[src/hw/rtl/cts_pkg.sv]
package cts_pkg;

  localparam int MAX_POLY_VERTS = 9;
  localparam int T_BITS = 30;
  localparam int NUM_REGS = 8;

  typedef logic [8:0][31:0] tri_t;
  typedef logic [NUM_REGS-1:0][63:0] mat_t;
  typedef logic [3:0][63:0] cvert_t;

  typedef struct packed {
    logic valid;
    tri_t data;
  } tri_req_t;

  function automatic logic [63:0] mag64(input logic [63:0] v);
    mag64 = v[63] ? (64'd0 - v) : v;
  endfunction

endpackage

[src/hw/rtl/cts_front.sv]
module cts_front import cts_pkg::*; (
  input  logic     clk,
  input  logic     rst_n,
  input  logic     in_valid,
  output logic     in_ready,
  input  tri_t     in_data,
  output tri_req_t q_o,
  input  logic     q_ready
);

  tri_t        mem_r [2];
  logic        wp_r, rp_r;
  logic [1:0]  cnt_r;
  logic        push, pop;

  assign in_ready = (cnt_r != 2'd2);
  assign push     = in_valid && in_ready;
  assign pop      = q_o.valid && q_ready;

  assign q_o.valid = (cnt_r != 2'd0);
  assign q_o.data  = mem_r[rp_r];

  always_ff @(posedge clk) begin
    if (!rst_n) begin
      wp_r  <= 1'b0;
      rp_r  <= 1'b0;
      cnt_r <= 2'd0;
    end else begin
      if (push) begin
        wp_r <= ~wp_r;
      end
      if (pop) begin
        rp_r <= ~rp_r;
      end
      cnt_r <= cnt_r + 2'(push) - 2'(pop);
    end
    if (push) begin
      mem_r[wp_r] <= in_data;
    end
  end

endmodule

[config.mk]
export PLATFORM = sky130hd
export DESIGN_NAME = cts_front
export DESIGN_NICKNAME = d
export VERILOG_FILES = /design/src/hw/rtl/cts_pkg.sv /design/src/hw/rtl/cts_front.sv
export SDC_FILE = /design/constraint.sdc
export NUM_CORES = 1
export LEC_CHECK = 0
export ABC_CLOCK_PERIOD_IN_PS = 22600
export BUFFER_PORTS_ARGS = -buffer_cell sky130_fd_sc_hd__buf_4
export CORE_AREA = 2 2 225 227
export DETAILED_ROUTE_END_ITERATION = 10
export DIE_AREA = 0 0 227 229
export GPL_ROUTABILITY_DRIVEN = 0
export MAX_ROUTING_LAYER = met4
export PLACE_DENSITY = 0.8
export SYNTH_ARGS = -nofsm -noshare
export SYNTH_HDL_FRONTEND = slang
export SYNTH_SLANG_ARGS = --single-unit
[constraint.sdc]
create_clock -name clk -period 22.6 [get_ports clk]
set_input_delay 4.52 -clock clk [delete_from_list [all_inputs] [get_ports clk]]
set_output_delay 4.52 -clock clk [all_outputs]
set_load 0.02 [all_outputs]
After elaboration in Yosys (flattened, before gate mapping)
Memory sizes are Yosys's and may differ from the RTL's. A register that Yosys moved wholly into a read port is not among the register bits.
Index checks and enable logic that the tools add are counted.
{"block": "totals", "register_bits": 4, "mem_bits_rw": 576, "out_inout_bits": 290, "wordCells": 16, "mem_count": 1}
{"name": "mem_r", "depth": 2, "width": 288, "read_ports": 1, "rd_clocked_by_memory_dff": 1, "wr": 1, "line_no": "cts_front.sv:11", "rtl": "tri_t mem_r [2];"}
{"block": "classes", "add_sub_neg": 2, "n_eq_ne": 1, "mux": 4, "bitwise": 2, "reduce_logical": 3}
{"op": "two-way mux 1 bit", "count": 4}
{"op": "adder 2 x 1 -> 2 bit", "count": 1}
{"op": "logical AND 1 bit", "count": 2}
{"op": "!= test 2 bit, second input constant", "count": 1}
{"op": "inverter 1 bit", "count": 2}
{"op": "nonzero test 2 bit", "count": 1}
{"op": "subtractor 2 x 1 -> 2 bit", "count": 1}

Logic depth before layout (Yosys ltp)
{"block": "depth", "ltp_word": 4, "ltp_mapped": 8}

Worst setup path before layout
OpenSTA, ideal clock, no wires.
{"block": "synth_timing", "kind": "input to register", "start": "input port in_valid", "end": "memory mem_r[0][0] (netlist bit) (enable)", "setup_ps": 943, "t_arrival_ps": 16544, "slack_ps": 5112, "cell_stages": 2, "n_path_buf": 0, "path_cell_list": "nand2_1 nor2_1"}
{"block": "synth_via", "elab_chain_cells": 3}
{"item": "from (decl)", "line_no": "cts_front.sv:4", "rtl": "input logic in_valid,"}
{"item": "logical AND 1 bit", "line_no": "cts_front.sv:17", "rtl": "assign push = in_valid && in_ready;"}
{"item": "two-way mux 1 bit", "line_no": "cts_front.sv:37", "rtl": "if (push) begin"}
{"item": "two-way mux 1 bit (implied by the code)", "line_no": "cts_front.sv:38", "rtl": "mem_r[wp_r] <= in_data;"}
{"item": "to (decl)", "line_no": "cts_front.sv:11"}
Every way passes these cells.

==> metrics <==
status completed; leak pwr 11.0 nW; WL per Instance 21.4 um; clock sink count 581; Ports 582; Ys Warns 0; GRT overflow 0; maxcap violations 0; Synth Net Count 1214; Final ANT Viol Nets 0; CTS Hold Bufs 0; Final period util 37.5%; DPL Wire Length 33700 um; Worst EP required 18080 ps; die height 229 um; Hold Slack 540 ps; reg2reg end mem_r[0][163]; WHS Path Cells 2; vias in the first global route 11600; Mean Syn Cell Area 23.8 um2; vias per cell 4.79; DR DRC count 0; Total Wirelength 48400 um; CP most frequent cell buf_4; Setup Fix Bufs, Post-CTS 0; PwrDens 115 mW/mm2; Worst Hold End wp_r; Bufs on Longest Clock Path 3; endpoint class of the critical path output port; clk slew on worst S/H paths 60 ps; CP Launch Type flop; I/O Buffers 581; setup TNS 0 ps; Slowest Stage Delay on Critical Path 930 ps; Hold Crit Start wp_r; R2R cell count 5; CP arrival 3960 ps; post-CTS sizing 0; worst-margin pin slew 1150 ps; # placed instances 2151; Slew headroom 23.6%; Post-Syn Instances 920; Seq/Total Area, Yosys 79.6%; fin crit period 8480 ps; core area 0.0497 mm2; nets 1832; final setup fails 0; initial antenna violation count 4; reg2reg start cnt_r[0]; die area 0.0520 mm2; initial DRC count 632; CTS buffer count 57; RSZ-0062 raised after global routing no; worst path cell trace buf_4, buf_4, mux2_4, buf_4; GR Util All Layers 18.5%; Slowest cell on crit path buf_4; clk_lat worst skew 600 ps; vias 10800; Hold Vio Cnt, Final 0; drt pass-1 iters 4; Max rail drop VDD 0.0875 mV; largest net degree at the start of global routing 155; Die W 227 um; Initial Util 44.0%; Layout area overhead 31.1%; Synth cell types 18; Worst Path Max Fanout 60; site row count 82; mapped cell area 0.0219 mm2; critical path class flop to output port; fmax 0.118 GHz; layout cells sized above 1 60.8%; root buffer cell clkbuf_16; max-slew violation count 0; final cell count without fillers 2256; Min-Delay Path Class flop to flop; depth of the CTS H-tree 2; first-pass GRT wire length 69400 um; post-synthesis register bit count 581; flop-to-flop setup slack 19220 ps; final clock skew 15.6 ps; TritonCTS clock tree done
## cells in the mapped netlist, drive strengths merged
| cell | n | share of area [%] |
|---|---|---|
| mux2i | 1 | 0.046 |
| nor2b | 2 | 0.057 |
| o21a | 1 | 0.034 |
| xnor2 | 3 | 0.12 |
| buf | 32 | 1.5 |
| nand2b | 2 | 0.057 |
| edfxtp | 576 | 79 |
| nor2 | 1 | 0.017 |
| dfxtp | 5 | 0.46 |
| ha | 2 | 0.11 |
| or2 | 1 | 0.029 |
| mux2 | 288 | 18 |
| inv | 1 | 0.017 |
| and3 | 1 | 0.029 |
| and2 | 2 | 0.057 |
| nand2 | 2 | 0.034 |
## where the power goes
| part | switching, mW | internal, mW | leakage [nW] |
|---|---|---|---|
| clock network | 0.379 | 0.532 | 0.889 |
| registers | 0.0499 | 1.36 | 5.42 |
| logic | 0.510 | 0.465 | 4.66 |
| total | 0.939 | 2.35 | 11.0 |
## final cells by class
class | instances | area (um2)
sequential | 581 | 17400
antenna | 3 | 7.51
multi-input combinational | 306 | 4140
fill | 3658 | 21000
clock inverter | 31 | 283
inverter | 1 | 3.75
tap | 672 | 841
timing repair buffer | 591 | 4450
clock buffer | 71 | 1520
## metal layers
metal,share of wire [%],global-route usage (%),vias up,wire length [um]
met5,0,-,-,0
met4,2.9,5.92,0,1380
met3,11,7.65,92,5290
met2,51,31.2,463,24500
met1,36,19.7,5325,17200
li1,-,-,4916,-
## kinds of logic after synthesis
group | Yosys count | share of synthesized area (%)
compound gates | 1 | 0.0344
mux | 289 | 18.3
xor+xnor | 3 | 0.120
buf+inv | 33 | 1.49
simple gates | 11 | 0.281
flops | 581 | 79.6
fa+ha+maj | 2 | 0.115
## stage by stage
stage / setup slack [ps] / utilization (%) / total power, mW / cell area (um2)
finish: 14120 / 57.7 / 3.29 / 28600
floorplan: 5110 / - / 2.11 / 21900
detailed placement: 14680 / 54.0 / 2.41 / 26800
global placement: 14760 / 54.0 / 2.39 / 26800
global route: 13890 / 57.7 / 3.41 / 28600
CTS: 14040 / 57.7 / 3.32 / 28600
## sequential cells by signal, indices dropped and copies added, names as in the netlist, named ones only
register and cells:
wp_r 1, mem_r 576, rp_r 1, cnt_r 2
## how the worst max path moves through the flow
stage          startpoint           to  slack, ps  cells past startpoint
2_1_floorplan    in_valid  mem_r[0][0]       5110                      2
3_3_place_gp         flop     q_o[133]      14760                      4
3_5_place_dp         flop     q_o[131]      14680                      4
4_1_cts              flop     q_o[129]      14040                      4
5_1_grt              flop     q_o[220]      13890                      4
6_report             flop     q_o[136]      14120                      4
## layout by cell type, fill, tap and decap left out, types with 3 or more instances in the layout
cell type and instances:
buf_4 590, bufinv_16 5, clkbuf_1 12, clkbuf_16 59, clkinv_1 12, clkinv_2 10
dfxtp_1 4, diode_2 3, edfxtp_1 576, mux2_2 87, mux2_4 201, xnor2_1 3
## worst max-delay path: cells and delay by family (launching register included)
kind / cells / cell delay (ps)
DFF: 1 / 900
buffers and inverters: 3 / 1950
muxes: 1 / 370
No activity file was read; power rests on OpenSTA's default activity.
